--- src/sv/assert_macros.svh ---
// Assertion macros used by the expander top module.
// Clocked on clk_i, disabled while rst_ni is low.
`ifndef ASSERT_MACROS_SVH
`define ASSERT_MACROS_SVH

// Check a property on every clock edge outside reset.
`define PBPE_ASSERT(label, prop, msg) \
  label: assert property (@(posedge clk_i) disable iff (!rst_ni) (prop)) \
    else $error(msg);

// Check that a condition implies a consequence in the same cycle.
`define PBPE_ASSERT_IMPL(label, cond, concl, msg) \
  label: assert property (@(posedge clk_i) disable iff (!rst_ni) (cond) |-> (concl)) \
    else $error(msg);

`endif

--- src/sv/pbpe_pkg.sv ---
// Types and constants of the palette bitmap pixel expander.
// Used by the front, queue, back and top modules; depends on nothing.
package pbpe_pkg;

  localparam int unsigned MaxWidth   = 4096;
  localparam int unsigned MaxHeight  = 4096;
  localparam int unsigned AddrWidth  = 5;
  localparam int unsigned DataWidth  = 32;
  localparam logic [7:0]  AlphaOpaque = 8'hFF;
  localparam logic [7:0]  AlphaClear  = 8'h00;

  typedef enum logic {
    CMD_PALETTE = 1'b0,
    CMD_PIXEL   = 1'b1
  } cmd_e;

  typedef enum logic [2:0] {
    REG_IMAGE_WIDTH      = 3'd0,
    REG_IMAGE_HEIGHT     = 3'd1,
    REG_FOUR_BIT_MODE    = 3'd2,
    REG_TRANSPARENT_ZERO = 3'd3,
    REG_BOTTOM_UP        = 3'd4,
    REG_PALETTE_COUNT    = 3'd5
  } reg_idx_e;

  typedef struct packed {
    logic [12:0] image_width;
    logic [12:0] image_height;
    logic        four_bit_mode;
    logic        transparent_zero;
    logic        bottom_up;
    logic [8:0]  palette_count;
  } cfg_t;

  // One classified item: a palette write or a byte of one or two pixels.
  typedef struct packed {
    cmd_e        op;
    logic [7:0]  idx0;
    logic [7:0]  idx1;
    logic [23:0] color;
    logic        pair;
    logic [11:0] x;
    logic [11:0] y;
    logic        img_end;
  } job_t;

  typedef struct packed {
    logic [7:0]  red;
    logic [7:0]  green;
    logic [7:0]  blue;
    logic [7:0]  alpha;
    logic [11:0] x;
    logic [11:0] y;
    logic        run_end;
    logic        img_end;
  } pix_t;

endpackage

--- src/sv/pbpe_queue.sv ---
// Two-entry job queue between front and back end.
// Uses pbpe_pkg::job_t.
module pbpe_queue (
  input  logic            clk_i,
  input  logic            rst_ni,
  input  logic            push_valid_i,
  output logic            push_ready_o,
  input  pbpe_pkg::job_t  push_data_i,
  output logic            pop_valid_o,
  input  logic            pop_ready_i,
  output pbpe_pkg::job_t  pop_data_o
);

  localparam int unsigned Depth = 2;

  pbpe_pkg::job_t entries_q [Depth];
  logic           wr_ptr_q, wr_ptr_d, rd_ptr_q, rd_ptr_d;
  logic [1:0]     cnt_q, cnt_d;
  logic           push, pop;

  assign push_ready_o = cnt_q != 2'(Depth);
  assign pop_valid_o  = cnt_q != 2'd0;
  assign pop_data_o   = entries_q[rd_ptr_q];
  assign push         = push_valid_i && push_ready_o;
  assign pop          = pop_valid_o && pop_ready_i;

  always_comb begin
    wr_ptr_d = push ? !wr_ptr_q : wr_ptr_q;
    rd_ptr_d = pop ? !rd_ptr_q : rd_ptr_q;
    cnt_d    = cnt_q + {1'b0, push} - {1'b0, pop};
  end

  always_ff @(posedge clk_i) begin
    if (push) begin
      entries_q[wr_ptr_q] <= push_data_i;
    end
  end

  always_ff @(posedge clk_i or negedge rst_ni) begin
    if (!rst_ni) begin
      wr_ptr_q <= 1'b0;
      rd_ptr_q <= 1'b0;
      cnt_q    <= '0;
    end else begin
      wr_ptr_q <= wr_ptr_d;
      rd_ptr_q <= rd_ptr_d;
      cnt_q    <= cnt_d;
    end
  end

endmodule

--- config.mk ---
export PLATFORM = sky130hd
export DESIGN_NAME = pbpe_queue
export DESIGN_NICKNAME = d
export VERILOG_FILES = /design/src/sv/assert_macros.svh /design/src/sv/pbpe_pkg.sv /design/src/sv/pbpe_queue.sv
export SDC_FILE = /design/constraint.sdc
export NUM_CORES = 1
export LEC_CHECK = 0
export BUFFER_PORTS_ARGS = -buffer_cell sky130_fd_sc_hd__buf_4
export CORE_MARGIN = 2
export CORE_UTILIZATION = 56
export CTS_CLUSTER_SIZE = 20
export DETAILED_ROUTE_END_ITERATION = 10
export HOLD_SLACK_MARGIN = 0.1
export PLACE_DENSITY = 0.9
export SLEW_MARGIN = 40
export SYNTH_ARGS = -nofsm -noshare
export SYNTH_HDL_FRONTEND = slang
export SYNTH_SLANG_ARGS = --single-unit
--- constraint.sdc ---
create_clock -name clk_i -period 10.05 [get_ports clk_i]
set_input_delay 2.5125 -clock clk_i [delete_from_list [all_inputs] [get_ports clk_i]]
set_output_delay 2.5125 -clock clk_i [all_outputs]
set_load 0.02 [all_outputs]
## After elaboration in Yosys (flattened, before gate mapping)

Memory sizes are Yosys's and may differ from the RTL's.
Cells that the tools add are included.

- Memories kept: 1
- Register bits: 4
- Output and inout port bits: 69
- Memory bits (writable): 134
- Input bits: 71
- Logic and storage cells: 14

Memories:

| name | depth | bits a word | read ports | clocked after Yosys merged registers in | wr ports | line | source |
|---|---|---|---|---|---|---|---|
| entries_q | 2 | 67 | 1 | 0 | 1 | pbpe_queue.sv:16 | `pbpe_pkg::job_t entries_q [Depth];` |

- Reduce and logical (&&, ||, !) cells: 5
- Multiplexer cells: 2
- Equal/unequal tests: 1
- Add/sub/neg operators: 2

Operator list:

| kind | number |
|---|---|
| adder 2 x 1 -> 2 bit | 1 |
| logical AND 1 bit | 2 |
| zero test 1 bit | 2 |
| 2-to-1 mux 1 bit | 2 |
| inequality test 2 bit (second input constant) | 1 |
| nonzero test 2 bit | 1 |
| subtractor 2 x 1 -> 2 bit | 1 |

## Longest topological paths before layout

- Word-level depth: 4
- Mapped depth: 5
- Mapped depth without buffers: 5

## Worst setup path before layout

No wires, ideal clock.

- Path kind: input to register
- Start: input port push_valid_i
- End: memory entries_q[0][0] (netlist name) (enable)
- Slack: 4.164 ns
- Path buffers: 0
- Arrival time: 5.393 ns
- Stages: 2
- Setup time: 0.492 ns
- Path through: nand2_1 -> nor2_1

- Cells in the longest elaborated chain, start to end: 3

RTL lines:

| element | line | source |
|---|---|---|
| from (decl) | pbpe_queue.sv:6 | `input logic push_valid_i,` |
| logical AND 1 bit | pbpe_queue.sv:24 | `assign push = push_valid_i && push_ready_o;` |
| 2-to-1 mux 1 bit | pbpe_queue.sv:34 | `if (push) begin` |
| 2-to-1 mux 1 bit (not written as such) | pbpe_queue.sv:35 | `entries_q[wr_ptr_q] <= push_data_i;` |
| to (decl) | pbpe_queue.sv:16 |  |

Every way passes these cells.

==> metrics.md <==
| Metric | Value |
|---|---|
| Status | complete, no violations |
| Core area | ~8800 sq um |
| Seq pwr share | 39.9% |
| Top cells by area, synth | edfxtp_1 78%, mux2_2 10%, mux2_4 5.8% |
| Worst Path Arrival | approximately 2.1 ns |
| CTS Sinks | approximately 140 |
| Die Span X | between 90 and 100 um |
| Residual DRC | 0 |
| Yosys top cell area share | about four fifths |
| First-pass GRT wire length | 13,330 um |
| Slew HR | a little under half |
| Setup_tns | 0 ns |
| GRT Residual Overflow | 0 |
| Worst-path fanout max | 36 |
| Clock network fraction of total power | 26.7% |
| Distinct cells, synth | 20 |
| Clock Skew | 0.008396 ns |
| Area leader, netlist | edfxtp_1 |
| WL final | 8719 um |
| Worst EP required | around 7.5 ns |
| CTS Hold Buffers Added | 0 |
| #FFs+latches synth | 138 |
| Crit. End Element | primary output |
| Hold Crit Class | flop to flop |
| Combinational Power Share | 33.4% |
| Max Freq | between 0.2 and 0.25 GHz |
| Mapped cell area | 5149 sq um |
| Pins over their slew limit | 0 |
| Max-cap violation count | 0 |
| ANT nets after route | 0 |
| Syn-to-layout area delta | 33.39% |
| P_sw | about 0.00065 W |
| Yosys warning total | 0 |
| Hold slack | 0.5669 ns |
| First-pass DRT Iterations | 4 |
| Boundary pin count | 140 |
| Filler cells | approximately 480 |
| Post-CTS Setup Repair Bufs | 0 |
| Fin crit period | ~4.6 ns |
| Crit path kind | flop to primary output |
| Clk Latency, worst-skew pair | 0.51 ns |
| Pint | roughly 0.0015 W |
| Number of port buffers | 139 |
| Worst-Margin Slew | around 0.79 ns |
| Pwr dens | between 300 and 400 nW/um^2 |
| RSZ-0062 raised after global routing | false |
| DP Wirelength | 5787 um |
| Commonest non-fill, non-tap cell in the layout | buf_4 |
| Setup violations, final | 0 |
| DIE AREA | 9977 sq um |
| Register area share after synthesis | between 80 and 90% |
| Die Y-Extent | around 100 um |
| Syn Inst Count | 231 |
| CTS tree | built |
| Via count | 2,609 |
| Largest net degree at the start of global routing | 39 |
| Number of global-route vias before repair | roughly 2,700 |
| Rows | 34 |
| Drt via density | 5.156 |
| Syn nets | 303 |
| Most frequent cells in the layout | 141 x buf_4, 134 x edfxtp_1, 47 x mux2_2 |
| Number of diodes | 0 |
| Cts repair resizes | 0 |
| GP Congestion | roughly 0.73 |
| Clk root buf | clkbuf_8 |
| Leakage Power | between 2 and 3 nW |
| Initial Util | between 50% and 60% |
| Fraction of power spent switching nets | between 30 and 40% |
| WL/cell | 17.23 um |
| Share of layout cells above drive strength 1 | between 60% and 70% |
| Crit share post-route | a little under half |
| Final Hold Viols | 0 |
| TritonCTS Buffers | 17 |
| Clk pin slew, worst setup/hold paths | ~0.06 ns |
| Clock buffer depth | 2 |
| H-tree Lvls | 4 |
| Nets | 457 |
| Final total power | between 0.002 and 0.0025 W |
| DRT iter0 DRCs | roughly 180 |
| GRT Util Overall | approximately 18% |
| Crit start category | flop |
| Initial antenna violation count | 0 |
| Syn Area/Cell | 22.29 sq um |
| Worst vdd ir | around 0.19 mV |
final timing paths:
| path | from | endpoint | slack, ns | cells after the start |
|---|---|---|---|---|
| hold / removal | wr_ptr_q$_DFFE_PN0P_ | wr_ptr_q$_DFFE_PN0P_ | 0.57 | 1 |
| max in group asynchronous | rst_ni | rd_ptr_q$_DFFE_PN0P_ | 8.15 | 1 |
| setup / recovery | rd_ptr_q$_DFFE_PN0P_ | pop_data_o[11] | 5.41 | 3 |
| min in group asynchronous | rst_ni | wr_ptr_q$_DFFE_PN0P_ | 1.79 | 1 |
| hold reg to reg | wr_ptr_q$_DFFE_PN0P_ | wr_ptr_q$_DFFE_PN0P_ | 0.57 | 1 |
| setup reg to reg | cnt_q[0]$_DFF_PN0_ | entries_q[1][9]$_DFFE_PP_ | 7.81 | 3 |
cells by family after synthesis:
family	count (synthesis)	share of synthesized area, %
adders and majority gates	1	0.2430
AOI/OAI and AO/OA	3	0.4617
buffers and inverters	8	1.409
and+or+nand+nor	11	1.167
DFF	138	80.10
muxes	67	16.11
xor gates and xnor gates	3	0.5104
Yosys cell counts (all sizes together):
cell    number
edfxtp     134
mux2        67
buf          8
dfrtp        4
nor2         3
xnor2        3
nand2        2
a311oi       1
and3         1
ha           1
nand2b       1
nand3        1
nor2b        1
nor4bb       1
o21ai        1
o21ba        1
or2          1
power by group through the flow:
stage	combinational, W	sequential (W)	clock [W]
final	0.000712	0.000852	0.000570
after global routing	0.000755	0.000866	0.000609
after CTS	0.000718	0.000854	0.000581
after detailed placement	0.000715	0.000865	0
after global placement	0.000672	0.000883	0
after floorplan	0.000491	0.000829	0
flip-flops by register name, summed over array words and instances, names as in the netlist:
name / cells
rd_ptr_q: 1
wr_ptr_q: 1
cnt_q: 2
entries_q: 134
worst max-delay path, stage by stage, from the launching register on:
cell and delay [ns]:
dfrtp_4 0.76, buf_12 0.29, mux2_2 0.38, buf_4 0.16
through the flow:
stage	cells	cell area [sq um]	setup slack (ns)	util, %
global route	506	6868	5.312	77.99
global placement	472	6281	5.708	71.33
detailed placement	473	6301	5.647	71.55
finish	506	6868	5.409	77.99
CTS	505	6853	5.380	77.82
floorplan	231	5149	4.164	-
routing by layer:
metal,track usage (%),vias to the layer above,share of wire [%]
met3,7.451,6,7.9
met1,21.88,1273,39
met2,29.63,105,52
li1,-,1225,-
met4,8.008,0,0.77
met5,0,-,0
final cells by class:
type                       instances  area, sq um  share of cell area (%)
clock buffer                      20        425.4                   6.194
clock inverter                    12        126.4                   1.840
multi-input combinational         85        959.7                   13.97
sequential                       138         4128                   60.10
tap                              108        135.1                   1.968
timing repair buffer             143         1094                   15.92
(Power assumes the default switching activity.)
