`src/sv/assert_macros.svh`:
```
// Assertion macros used by the expander top module.
// Clocked on clk_i, disabled while rst_ni is low.
`ifndef ASSERT_MACROS_SVH
`define ASSERT_MACROS_SVH

// Check a property on every clock edge outside reset.
`define PBPE_ASSERT(label, prop, msg) \
  label: assert property (@(posedge clk_i) disable iff (!rst_ni) (prop)) \
    else $error(msg);

// Check that a condition implies a consequence in the same cycle.
`define PBPE_ASSERT_IMPL(label, cond, concl, msg) \
  label: assert property (@(posedge clk_i) disable iff (!rst_ni) (cond) |-> (concl)) \
    else $error(msg);

`endif

```
`src/sv/pbpe_pkg.sv`:
```
// Types and constants of the palette bitmap pixel expander.
// Used by the front, queue, back and top modules; depends on nothing.
package pbpe_pkg;

  localparam int unsigned MaxWidth   = 4096;
  localparam int unsigned MaxHeight  = 4096;
  localparam int unsigned AddrWidth  = 5;
  localparam int unsigned DataWidth  = 32;
  localparam logic [7:0]  AlphaOpaque = 8'hFF;
  localparam logic [7:0]  AlphaClear  = 8'h00;

  typedef enum logic {
    CMD_PALETTE = 1'b0,
    CMD_PIXEL   = 1'b1
  } cmd_e;

  typedef enum logic [2:0] {
    REG_IMAGE_WIDTH      = 3'd0,
    REG_IMAGE_HEIGHT     = 3'd1,
    REG_FOUR_BIT_MODE    = 3'd2,
    REG_TRANSPARENT_ZERO = 3'd3,
    REG_BOTTOM_UP        = 3'd4,
    REG_PALETTE_COUNT    = 3'd5
  } reg_idx_e;

  typedef struct packed {
    logic [12:0] image_width;
    logic [12:0] image_height;
    logic        four_bit_mode;
    logic        transparent_zero;
    logic        bottom_up;
    logic [8:0]  palette_count;
  } cfg_t;

  // One classified item: a palette write or a byte of one or two pixels.
  typedef struct packed {
    cmd_e        op;
    logic [7:0]  idx0;
    logic [7:0]  idx1;
    logic [23:0] color;
    logic        pair;
    logic [11:0] x;
    logic [11:0] y;
    logic        img_end;
  } job_t;

  typedef struct packed {
    logic [7:0]  red;
    logic [7:0]  green;
    logic [7:0]  blue;
    logic [7:0]  alpha;
    logic [11:0] x;
    logic [11:0] y;
    logic        run_end;
    logic        img_end;
  } pix_t;

endpackage

```
`src/sv/pbpe_front.sv`:
```
// Front end: accepts input beats, tracks row and column, classifies bytes.
// Uses pbpe_pkg types; feeds pbpe_queue.
module pbpe_front (
  input  logic              clk_i,
  input  logic              rst_ni,
  input  pbpe_pkg::cfg_t    cfg_i,
  input  logic              in_valid_i,
  output logic              in_ready_o,
  input  logic              cmd_i,
  input  logic [7:0]        entry_index_i,
  input  logic [7:0]        entry_blue_i,
  input  logic [7:0]        entry_green_i,
  input  logic [7:0]        entry_red_i,
  input  logic [7:0]        pixel_byte_i,
  output logic              job_valid_o,
  output pbpe_pkg::job_t    job_o,
  input  logic              job_ready_i
);

  logic [12:0] col_q, col_d;
  logic [11:0] row_q, row_d;
  logic        done_q, done_d;

  logic [12:0] w_eff, h_eff, w_inc, line_bytes, pad_sum, padded;
  logic [12:0] row_ext, h_last, col_inc;
  logic [13:0] x_ext, w_ext, x_end;
  logic [11:0] y;
  logic        row_live, last_row, col_live, pair, img_end, accept, is_pixel;

  always_comb begin
    if (cfg_i.image_width == '0) begin
      w_eff = 13'd1;
    end else if (cfg_i.image_width > 13'(pbpe_pkg::MaxWidth)) begin
      w_eff = 13'(pbpe_pkg::MaxWidth);
    end else begin
      w_eff = cfg_i.image_width;
    end
    if (cfg_i.image_height == '0) begin
      h_eff = 13'd1;
    end else if (cfg_i.image_height > 13'(pbpe_pkg::MaxHeight)) begin
      h_eff = 13'(pbpe_pkg::MaxHeight);
    end else begin
      h_eff = cfg_i.image_height;
    end
  end

  assign w_inc      = w_eff + 13'd1;
  assign line_bytes = cfg_i.four_bit_mode ? {1'b0, w_inc[12:1]} : w_eff;
  assign pad_sum    = line_bytes + 13'd3;
  assign padded     = {pad_sum[12:2], 2'b00};
  assign row_ext    = {1'b0, row_q};
  assign h_last     = h_eff - 13'd1;
  assign row_live   = row_ext < h_eff;
  assign last_row   = row_ext == h_last;
  assign y          = cfg_i.bottom_up ? 12'(h_last - row_ext) : row_q;
  assign col_live   = col_q < line_bytes;
  assign col_inc    = col_q + 13'd1;
  assign x_ext      = cfg_i.four_bit_mode ? {col_q, 1'b0} : {1'b0, col_q};
  assign w_ext      = {1'b0, w_eff};
  assign pair       = cfg_i.four_bit_mode && ((x_ext + 14'd1) < w_ext);
  assign x_end      = x_ext + (pair ? 14'd2 : 14'd1);
  assign img_end    = last_row && (x_end == w_ext);

  assign is_pixel   = pbpe_pkg::cmd_e'(cmd_i) == pbpe_pkg::CMD_PIXEL;
  assign in_ready_o = job_ready_i;
  assign accept     = in_valid_i && job_ready_i;

  assign job_valid_o = in_valid_i && (!is_pixel || (!done_q && row_live && col_live));

  always_comb begin
    job_o.op      = pbpe_pkg::cmd_e'(cmd_i);
    job_o.idx0    = is_pixel ? (cfg_i.four_bit_mode ? {4'b0, pixel_byte_i[7:4]} : pixel_byte_i)
                             : entry_index_i;
    job_o.idx1    = {4'b0, pixel_byte_i[3:0]};
    job_o.color   = {entry_red_i, entry_green_i, entry_blue_i};
    job_o.pair    = pair;
    job_o.x       = x_ext[11:0];
    job_o.y       = y;
    job_o.img_end = img_end;
  end

  always_comb begin
    col_d  = col_q;
    row_d  = row_q;
    done_d = done_q;
    if (accept && is_pixel && !done_q) begin
      if (!row_live) begin
        done_d = 1'b1;
      end else if (col_inc >= padded) begin
        col_d = '0;
        row_d = row_q + 12'd1;
        if ((row_ext + 13'd1) >= h_eff) begin
          done_d = 1'b1;
        end
      end else begin
        col_d = col_inc;
      end
    end
  end

  always_ff @(posedge clk_i or negedge rst_ni) begin
    if (!rst_ni) begin
      col_q  <= '0;
      row_q  <= '0;
      done_q <= 1'b0;
    end else begin
      col_q  <= col_d;
      row_q  <= row_d;
      done_q <= done_d;
    end
  end

endmodule

```
`config.mk`:
```
export PLATFORM = sky130hd
export DESIGN_NAME = pbpe_front
export DESIGN_NICKNAME = d
export VERILOG_FILES = /design/src/sv/assert_macros.svh /design/src/sv/pbpe_pkg.sv /design/src/sv/pbpe_front.sv
export SDC_FILE = /design/constraint.sdc
export NUM_CORES = 1
export LEC_CHECK = 0
export BUFFER_PORTS_ARGS = -buffer_cell sky130_fd_sc_hd__buf_2
export CELL_PAD_IN_SITES_DETAIL_PLACEMENT = 0
export CELL_PAD_IN_SITES_GLOBAL_PLACEMENT = 1
export CORE_UTILIZATION = 40
export CTS_CLUSTER_SIZE = 8
export DETAILED_ROUTE_END_ITERATION = 10
export HOLD_SLACK_MARGIN = 0.08
export PLACE_DENSITY = 0.88
export SYNTH_ARGS = -nofsm -noshare
export SYNTH_HDL_FRONTEND = slang
export SYNTH_SLANG_ARGS = --single-unit
```
`constraint.sdc`:
```
create_clock -name clk_i -period 6.55 [get_ports clk_i]
set_clock_uncertainty 0.1 [all_clocks]
set_input_delay 0.3275 -clock clk_i [delete_from_list [all_inputs] [get_ports clk_i]]
set_output_delay 0.3275 -clock clk_i [all_outputs]
set_load 0.01 [all_outputs]
```
# After elaboration in Yosys (flattened, before gate mapping)
# Cells that the tools add are included.
op_classes:
  n_addsub: 9
  order_cmp: 7
  eq_ne: 4
  mux: 14
  n_reduce_logical: 16
ops:
  columns: ["operator", "count"]
  rows:
  - ["13-bit 2-to-1 mux", 6]
  - ["13-bit by 1-bit adder with 13-bit output (second input constant)", 2]
  - ["13-bit greater-or-equal comparator", 2]
  - ["13-bit greater-than comparator (second input constant)", 2]
  - ["13-bit logical NOT", 2]
  - ["8-bit 2-to-1 mux", 2]
  - ["14-bit by 1-bit adder with 14-bit output (second input constant)", 1]
  - ["14-bit by 2-bit adder with 14-bit output", 1]
  - ["14-bit by 13-bit == test with 1-bit output", 1]
  - ["14-bit by 13-bit less-than comparator with 1-bit output", 1]
  - ["14-bit 2-to-1 mux", 1]
  - ["12-bit by 1-bit adder with 13-bit output (second input constant)", 1]
  - ["13-bit by 2-bit adder with 13-bit output (second input constant)", 1]
  - ["12-bit by 13-bit == test with 1-bit output", 1]
  - ["12-bit by 13-bit less-than comparator with 1-bit output", 1]
  - ["13-bit less-than comparator", 1]
  - ["13-bit by 1-bit subtractor with 13-bit output (second input constant)", 1]
  - ["12-bit by 1-bit adder with 12-bit output (second input constant)", 1]
  - ["12-bit 2-to-1 mux", 1]
  - ["12-bit subtractor", 1]
  - ["1-bit logical AND", 8]
  - ["3-bit AND reduction", 2]
  - ["2-bit by 1-bit inequality test with 1-bit output (second input constant)", 2]
  - ["1-bit 2-to-1 mux", 3]
  - ["4 further kinds", 5]
totals:
  regBits: 26
  input_bits: 83
  out_inout_bits: 69
  wordCells: 53

# Depth between registers and ports, before layout
# Gate-level depths: netlist of the first run.
logic_depth:
  word_depth: 9
  depth_mapped: 26
  depth_no_buf: 20

# Worst setup path before layout of the first run
# No wires, ideal clock.
synth_path:
  path_kind: "input port to output port"
  from: "input cfg_i[11] (netlist name)"
  to: "output job_o[0] (netlist name)"
  t_arrival_ns: 5.221
  required_ns: 6.122
  path_slack_ns: 0.902
  cell_stages: 26
  n_path_buf: 6
  path_cell_list: "buf_6 > buf_6 > buf_2 > buf_2 > buf_1 > mux2_2 > ha_1 > nand3_1 > a211oi_1 > xor2_1 > ha_1 > nand4_1 > nor3_1 > o31ai_1 > a311oi_1 > or3_1 > a21oi_1 > ha_1 > a21oi_1 > o31ai_2 > o2111ai_1 > xor2_1 > nor3_1 > a21oi_1 > a2111oi_2 > buf_4"
synth_rtl:
  columns: ["item", "line_no", "text"]
  rows:
  - ["start, declared", "pbpe_front.sv:6", "input pbpe_pkg::cfg_t cfg_i,"]
  - ["end, declared", "pbpe_front.sv:16", "output pbpe_pkg::job_t job_o,"]

==> results.toml, run 1 <==
[outcome]
status = "completed"

[pwr]
power_w = 0.000601
p_sw_frac = 0.354
p_leak_nw = 2.84
p_int_w = 0.000389
clockPowerShare = 0.298
peakVddDrop_mv = 0.0849
combPwrFrac = 0.431
p_sw_w = 0.000213
power_density_nw_per_um2 = 94.2
p_seq_frac = 0.272

[sta]
layout_setup_ws_ps = 581
hold_viol_final = 0
max_slew.worst_pin.slew_ps = 953
final_max_slew_viol_count = 0
max-slew-margin-rel = 0.360
rsz0062_at_grt = "false"
finalSetupViolCount = 0
finalSetupTns_ps = 0
fmax_mhz = 168
period_needed_ps = 5970
period_share = 0.911

[clock_network]
htreeDepth = 1
insertion_delay_ps = 260
hold_buffers = 1
root_buffer = "clkbuf_16"
path_clk_slew_ps = 70
cts_tree = "yes"
post-cts-setup-buffers = 0
cts_buffers = 3
clock-sinks = 26
clockBufferDepth = 2
ctsResizeCount = 0

[yosys]
syn_inst = 791
synth.distinct_cells = 75
synth_area_um2 = 5960
synth_compound_area_frac = 0.204
synth_adder_area_share = 0.166
synth_top_family_by_area = "simple AND/OR/NAND/NOR gates"
yosys-top-cells-area = "ha_1 (16%), dfrtp_1 (11%), xnor2_1 (9.1%)"
synthArstFlopShare = 1.00
yosysTopAreaCellShare = 0.159
synth_edf_count = 0
synthFlopType = "dfrtp_1"
ys_seq_area_frac = 0.109
avgSynthCellArea_um2 = 7.54
ys_ff_latch = 26
synth-simple-area-share = 0.265
synthMuxAreaShare = 0.0323
yosysWarningCount = 0
synthXorXnorAreaFrac = 0.120
yosysTopAreaCell = "ha_1"

[die]
die_h_um = 124
num_rows = 44
fp.dieArea_um2 = 15400
core_um2 = 14500
chipWidth_um = 124
initial_core_util = 0.410
io_pins = 152

[grt]
grt_pass1_vias = 5164
grt_max_degree = 39
grt_overflow = 0
grtUsageTotal = 0.211
grt_antenna_before_repair = 1
grt_pass1_wl_um = 25800

[finish]
area_growth_pct = 7.09
multi_input_area_um2 = 4710
postLayoutCellArea_um2 = 6380
regArea_um2 = 651
fillCellCount = 1535
drive_gt1_frac = 0.159
final_nets = 985
finish.utilization = 0.439

[routing]
ant_nets = 0
vias_per_cell = 5.70
route.detailed.drc = 0
first_pass_iters = 7
wl_per_cell_um = 15.9
wirelength_um = 16000
dr.first_iter.drc_count = 316
via_count = 5750

[setup_path]
reg2reg_from = "col_q[0]"
worst-path-buf-inv = 1
cp.arrival_ps = 5540
cp.required_ps = 6120
crit_chain = "nor2b_1 > ha_1 > nand3_1 > a211oi_1 > xor2_1 > ha_1 > nand4_1 > nor3_1 > o31ai_1 > a311oi_1 > or3_1 > a21oi_1 > ha_1 > a21oi_1 > o31ai_2 > o2111ai_1 > xor2_1 > nor3_1 > a21oi_1 > a2111oi_2 > buf_2"
critPathMaxFanout = 11
cp-start-kind = "register"
critical_path_class = "reg -> out"
worst_path_max_delay_cell = "dfrtp_1"
slowest_delay_ps = 610
path_delay_family = "compound AO/OA/AOI/OAI gates"
startpoint = "col_q[0]"
end_kind = "primary output"

[placed_design]
io_buffers = 89
pre_cts_ws_ps = 836
dpl.hpwl_um = 13100
place_area_um2 = 6270
gp_congestion = 0.918

[worst_hold_path]
min_path_type = "in -> reg"
hold_start = "job_ready_i"

[flow_run]
cap_viol_max_count = 0
[power groups by stage]
stage          clock network, W  logic [W]  registers, W
6_report               0.000179   0.000259      0.000163
2_1_floorplan                 0   0.000200      0.000165
3_3_place_gp                  0   0.000256      0.000166
3_5_place_dp                  0   0.000258      0.000166
4_1_cts                0.000181   0.000259      0.000163
5_1_grt                0.000189   0.000291      0.000163
[layout make-up]
type | instances | area share
diodes | 1 | 0.000392
clock buffers | 3 | 0.0118
clock inverters | 1 | 0.00470
inverters | 45 | 0.0265
multi-input cells | 650 | 0.738
flip-flops and latches | 26 | 0.102
well taps | 184 | 0.0361
repair buffers | 98 | 0.0807
[cell usage after synthesis, drive strengths merged, types with 7 or more instances]
cell	n
a21oi	39
or3	10
nand3	26
o21a	8
a21o	11
dfrtp	26
mux2i	11
a22o	9
or2	7
nor3	27
nor4	13
nor4b	10
xor2	20
clkbuf	21
nand2b	14
o31ai	9
xnor2	62
ha	76
nor2	51
inv	44
nand2	70
buf	52
o21ai	43
nor2b	12
nand4	13
and3	14
mux2	7
[state kept, by name, summed over array words and instances, names as in the netlist]
name,cells
col_q,13
row_q,12
done_q,1
[kinds of logic after synthesis]
kind of cell    count (synthesis)
flops                          26
buf+inv                       118
other cells                     1
compound gates                178
fa+ha+maj                      78
simple gates                  290
xor+xnor                       82
mux                            18
[cell usage in the layout, fill, tap and decap left out, types with 6 or more instances in the layout]
| master | count |
|---|---|
| a21o_1 | 11 |
| a21oi_1 | 38 |
| a22o_1 | 9 |
| and3_1 | 14 |
| buf_2 | 89 |
| buf_4 | 8 |
| dfrtp_1 | 26 |
| ha_1 | 76 |
| inv_1 | 44 |
| mux2_2 | 6 |
| mux2i_1 | 11 |
| nand2_1 | 70 |
| nand2b_1 | 13 |
| nand3_1 | 26 |
| nand3b_1 | 6 |
| nand4_1 | 13 |
| nor2_1 | 51 |
| nor2b_1 | 12 |
| nor3_1 | 27 |
| nor4_1 | 10 |
| nor4b_1 | 10 |
| o21a_1 | 8 |
| o21ai_0 | 41 |
| o31ai_1 | 8 |
| or2_2 | 7 |
| or3_1 | 9 |
| xnor2_1 | 62 |
| xor2_1 | 20 |
[worst min-delay path, stage by stage]
cell and delay (ps):
buf_2 100, nand3_1 120, o311ai_0 150
[routing by layer]
metal  global-route usage  up-vias  wire, µm
met3               0.0266       11      1070
met2                0.339      184      7150
met1                0.303     2657      7700
met4               0.0342        0       109
met5                    0        -         0
li1                     -     2898         -
[worst paths after layout]
path	end	cells after the start	slack, ps
setup / recovery	job_o[0]	21	580
hold / removal	done_q	3	400
setup reg to reg	col_q[0]	14	1730
hold reg to reg	done_q	2	440
max in group asynchronous	row_q[8]	2	5450
min in group asynchronous	col_q[10]	2	500
[per-stage QoR]
step | hold WS [ps] | instances
global placement | 266 | 1002
finish | 403 | 1008
global route | 463 | 1007
CTS | 418 | 1007
floorplan | -68.1 | 794
detailed placement | 273 | 1002
Power figures use the tool's default switching activity.
==> run 2: changes to the inputs <==
--- a/config.mk
+++ b/config.mk
@@ -6,13 +6,15 @@
 export NUM_CORES = 1
 export LEC_CHECK = 0
 export BUFFER_PORTS_ARGS = -buffer_cell sky130_fd_sc_hd__buf_2
-export CELL_PAD_IN_SITES_DETAIL_PLACEMENT = 0
+export CELL_PAD_IN_SITES_DETAIL_PLACEMENT = 1
 export CELL_PAD_IN_SITES_GLOBAL_PLACEMENT = 1
 export CORE_UTILIZATION = 40
 export CTS_CLUSTER_SIZE = 8
 export DETAILED_ROUTE_END_ITERATION = 10
 export HOLD_SLACK_MARGIN = 0.08
 export PLACE_DENSITY = 0.88
+export RECOVER_POWER = 25
+export SKIP_CTS_REPAIR_TIMING = 1
 export SYNTH_ARGS = -nofsm -noshare
 export SYNTH_HDL_FRONTEND = slang
 export SYNTH_SLANG_ARGS = --single-unit
==> run 2 against run 1 <==
Register-to-register slack worse by 110 ps. Sequential share of layout area hardly changed. Count of clock-buffer cells in the layout stayed put. Die area stayed put. First-iteration DRC count is 27% higher. Fmax is 2.5% lower. Largest cell class unchanged. Critical path depth stayed put. Combinational power is 4% higher.
==> results.toml, run 2 (same netlist as run 1, synthesis figures left out) <==
[outcome]
status = "completed"

[sta]
period_share = 0.935
max-slew-margin-rel = 0.333
fmax_mhz = 163
period_needed_ps = 6120
hold_viol_final = 0
finalSetupTns_ps = 0
max_slew.worst_pin.slew_ps = 992
final_max_slew_viol_count = 0
rsz0062_at_grt = "false"
timing.hold.ws_ps = 423
finalSetupViolCount = 0

[clock_network]
insertion_delay_ps = 270
cts_tree = "yes"
clock-sinks = 26
htreeDepth = 1
root_buffer = "clkbuf_16"
clockBufferDepth = 2
path_clk_slew_ps = 70
cts_buffers = 3

[setup_path]
end_kind = "primary output"
cp-start-kind = "register"
rrSetupSlack_ps = 1620
worst_path_max_delay_cell = "dfrtp_1"
reg2reg_depth = 14
critical_path_class = "reg -> out"
path_delay_family = "compound AO/OA/AOI/OAI gates"
crit_chain = "nor2b_1 > ha_1 > nand3_1 > a211oi_1 > xor2_1 > ha_1 > nand4_1 > nor3_1 > o31ai_1 > a311oi_1 > or3_1 > a21oi_1 > ha_1 > a21oi_1 > o31ai_4 > o2111ai_1 > xor2_1 > nor3_1 > a21oi_1 > a2111oi_2 > buf_2"
critPathMaxFanout = 11
cp.depth = 21
cp.arrival_ps = 5690
worst-path-buf-inv = 1
slowest_delay_ps = 630
cp.required_ps = 6120

[finish]
largestRegisters = "col_q (13), row_q (12), done_q (1)"
fillCellCount = 1860
mostFrequentLayoutCells = "buf_2 (84), ha_1 (76), nand2_1 (70)"
drive_gt1_frac = 0.153
final_common_cell = "buf_2"
multi_input_area_um2 = 4720
largest_reg_flops = 13
final_nets = 985
regArea_um2 = 651
top_register = "col_q"
area_growth_pct = 7.14

[placed_design]
dpl.hpwl_um = 15300
gp_congestion = 0.918
io_buffers = 89

[grt]
grtUsageTotal = 0.247
grt_pass1_wl_um = 29900
grt_max_degree = 39
grt_overflow = 0
grt_antenna_before_repair = 1
grt_pass1_vias = 6013

[die]
initial_core_util = 0.410
num_rows = 44
fp.dieArea_um2 = 15400
io_pins = 152
chipWidth_um = 124
die_h_um = 124
core_um2 = 14500

[pwr]
power_w = 0.000616
power_density_nw_per_um2 = 96.4
p_leak_nw = 2.83
peakVddDrop_mv = 0.0855

[flow_run]
cap_viol_max_count = 0

[routing]
route.detailed.drc = 0
wl_per_cell_um = 18.7
dr.first_iter.drc_count = 401
first_pass_iters = 5
wirelength_um = 18800
vias_per_cell = 6.03
via_count = 6074
ant_nets = 0

[worst_hold_path]
hold_depth = 3
min_path_type = "in -> reg"
## run 2: worst reg2reg max path, stage by stage (launching register included)
cell	delay, ps
dfrtp_1	630
ha_1	410
and3_1	240
nand3_1	220
nor2_1	360
nand3_1	250
or2_2	380
xnor2_1	140
ha_1	310
and4_1	170
a21oi_1	130
nand2_1	140
or2_2	330
nor3_1	770
mux2_2	300
## run 2: cell type report
type	count	area share
diodes	1	0.000392
multi-input cells	650	0.739
well taps	184	0.0360
clock buffers	3	0.0118
clock inverters	1	0.00470
flip-flops and latches	26	0.102
inverters	45	0.0264
repair buffers	98	0.0797
## run 2: final timing paths
path | from | end
setup / recovery | col_q[0] | job_o[0]
hold / removal | job_ready_i | done_q
setup reg to reg | col_q[0] | col_q[0]
hold reg to reg | done_q | done_q
max in group asynchronous | rst_ni | row_q[8]
min in group asynchronous | rst_ni | col_q[10]
## run 2: per-stage QoR
step	setup slack (ps)	cells	area (µm²)	util
after floorplan	902	794	5970	-
after global routing	2.53	1007	6380	0.439
after CTS	431	1006	6370	0.438
after detailed placement	641	1002	6270	0.431
final	428	1008	6390	0.439
after global placement	851	1002	6270	0.431
## run 2: power breakdown
part / internal, W / switching (W) / total (W)
Combinational: 0.000107 / 0.000163 / 0.000270
Clock: 0.000122 / 0.0000608 / 0.000183
Sequential: 0.000161 / 0.00000223 / 0.000163
## run 2: per-layer routing
metal / vias to the layer above / wire length (µm) / GRT usage
li1: 2890 / - / -
met4: 0 / 401 / 0.0774
met3: 40 / 1050 / 0.0348
met1: 2955 / 8410 / 0.316
met2: 189 / 8980 / 0.424
met5: - / 0 / 0
==> run 3: changes to the inputs <==
--- a/config.mk
+++ b/config.mk
@@ -8,10 +8,12 @@
 export BUFFER_PORTS_ARGS = -buffer_cell sky130_fd_sc_hd__buf_2
 export CELL_PAD_IN_SITES_DETAIL_PLACEMENT = 1
 export CELL_PAD_IN_SITES_GLOBAL_PLACEMENT = 1
+export CORE_MARGIN = 8
 export CORE_UTILIZATION = 40
 export CTS_CLUSTER_SIZE = 8
 export DETAILED_ROUTE_END_ITERATION = 10
 export HOLD_SLACK_MARGIN = 0.08
+export MAX_ROUTING_LAYER = met4
 export PLACE_DENSITY = 0.88
 export RECOVER_POWER = 25
 export SKIP_CTS_REPAIR_TIMING = 1
==> run 3 against run 2 <==
Wire length grew 2.6%. Non-clock buffer count down 1. Sequential power about the same. Via count is 0.48% lower. Global-route usage decreased by 5.2 points. Power shrank 0.51%. Clock power about the same. Critical path depth did not move. Register-to-register slack worse by 20 ps. Sequential share of layout area rose by 0.083 points. Critical endpoint unchanged.
==> results.toml, run 3 (same netlist as run 1, synthesis figures left out) <==
[outcome]
status = "completed"

[clock_network]
cts_buffers = 3
path_clk_slew_ps = 70
root_buffer = "clkbuf_16"
insertion_delay_ps = 270
htreeDepth = 1
clock-sinks = 26
cts_tree = "yes"
clockBufferDepth = 2

[sta]
rsz0062_at_grt = "false"
final_max_slew_viol_count = 0
hold_viol_final = 0
max_slew.worst_pin.slew_ps = 891
max-slew-margin-rel = 0.401
period_share = 0.941
fmax_mhz = 162
timing.hold.ws_ps = 404
period_needed_ps = 6160
finalSetupViolCount = 0
finalSetupTns_ps = 0

[finish]
largestRegisters = "col_q (13), row_q (12), done_q (1)"
final_nets = 984
drive_gt1_frac = 0.156
mostFrequentLayoutCells = "buf_2 (84), ha_1 (76), nand2_1 (70)"
finalNonFillerCells = 1006
diodes = 0
final_common_cell = "buf_2"
area_growth_pct = 6.88
largest_reg_flops = 13
regArea_um2 = 654
fillCellCount = 1880
top_register = "col_q"
multi_input_area_um2 = 4710

[routing]
via_count = 6045
route.detailed.drc = 0
ant_nets = 0
dr.first_iter.drc_count = 366
vias_per_cell = 6.01
wl_per_cell_um = 19.2
wirelength_um = 19300
first_pass_iters = 7

[die]
initial_core_util = 0.410
core_um2 = 14500
chipWidth_um = 138
io_pins = 152
die_h_um = 138
fp.dieArea_um2 = 19100
num_rows = 44

[setup_path]
cp-start-kind = "register"
cp.arrival_ps = 5740
cp.required_ps = 6120
critical_path_class = "reg -> out"
critPathMaxFanout = 9
end_kind = "primary output"

[worst_hold_path]
min_path_type = "in -> reg"

[placed_design]
dp.cells = 1001
gp_congestion = 0.915
dpl.hpwl_um = 15800
io_buffers = 89

[flow_run]
cap_viol_max_count = 0

[grt]
grtUsageTotal = 0.195
grt_pass1_wl_um = 31100
grt_max_degree = 39
grt_antenna_before_repair = 0
grt_overflow = 0
grt_pass1_vias = 6139

[pwr]
p_leak_nw = 2.82
power_density_nw_per_um2 = 96.2
peakVddDrop_mv = 0.0737
[run 3: critical path, stage by stage (launching register included)]
cell and delay, ps:
dfrtp_1 600, mux2_2 300, ha_1 230, nand3_1 170, a211oi_1 350, xor2_1 130, ha_1 330, nand4_1 100
nor3_1 270, o31ai_1 120, a311oi_1 390, or3_1 170, a21oi_1 140, ha_1 310, a21oi_1 80, o31ai_2 470
o2111ai_1 220, xor2_1 230, nor3_1 220, a21oi_1 100, a2111oi_2 330, buf_2 190
[run 3: where the power goes]
| part | switching (W) | internal, W | leakage [nW] |
|---|---|---|---|
| clock network | 0.0000603 | 0.000122 | 0.0511 |
| registers | 0.00000219 | 0.000161 | 0.295 |
| logic | 0.000161 | 0.000106 | 2.47 |
| total | 0.000224 | 0.000389 | 2.82 |
[run 3: per-stage QoR]
stage                     utilization  setup slack, ps  total power (W)  instance area [µm²]
after global routing            0.438             7.70         0.000649                 6370
after floorplan                     -              902         0.000365                 5970
after detailed placement        0.431              561         0.000432                 6260
after CTS                       0.438              344         0.000615                 6360
after global placement          0.431              745         0.000423                 6260
final                           0.438              386         0.000613                 6370
[run 3: cell type report]
cell class / count / share of cell area
multi-input cells: 650 / 0.739
flip-flops and latches: 26 / 0.103
repair buffers: 97 / 0.0787
well taps: 184 / 0.0361
inverters: 45 / 0.0265
clock buffers: 3 / 0.0118
clock inverters: 1 / 0.00471
[run 3: worst paths after layout]
| kind | start | end | slack [ps] | cells after the start |
|---|---|---|---|---|
| max | col_q[1] | job_o[0] | 390 | 21 |
| min | job_ready_i | done_q | 400 | 3 |
| max reg2reg | col_q[1] | row_q[1] | 1600 | 15 |
| min reg2reg | done_q | done_q | 430 | 2 |
| max in group asynchronous | rst_ni | col_q[0] | 5390 | 2 |
| min in group asynchronous | rst_ni | col_q[10] | 510 | 2 |
[run 3: routing by layer]
layer	wire (µm)	share of wire	up-vias	track usage
met4	293	0.015	0	0.0441
met3	986	0.051	24	0.0192
met5	0	0	-	-
li1	-	-	2886	-
met2	9100	0.47	184	0.323
met1	8960	0.46	2951	0.251
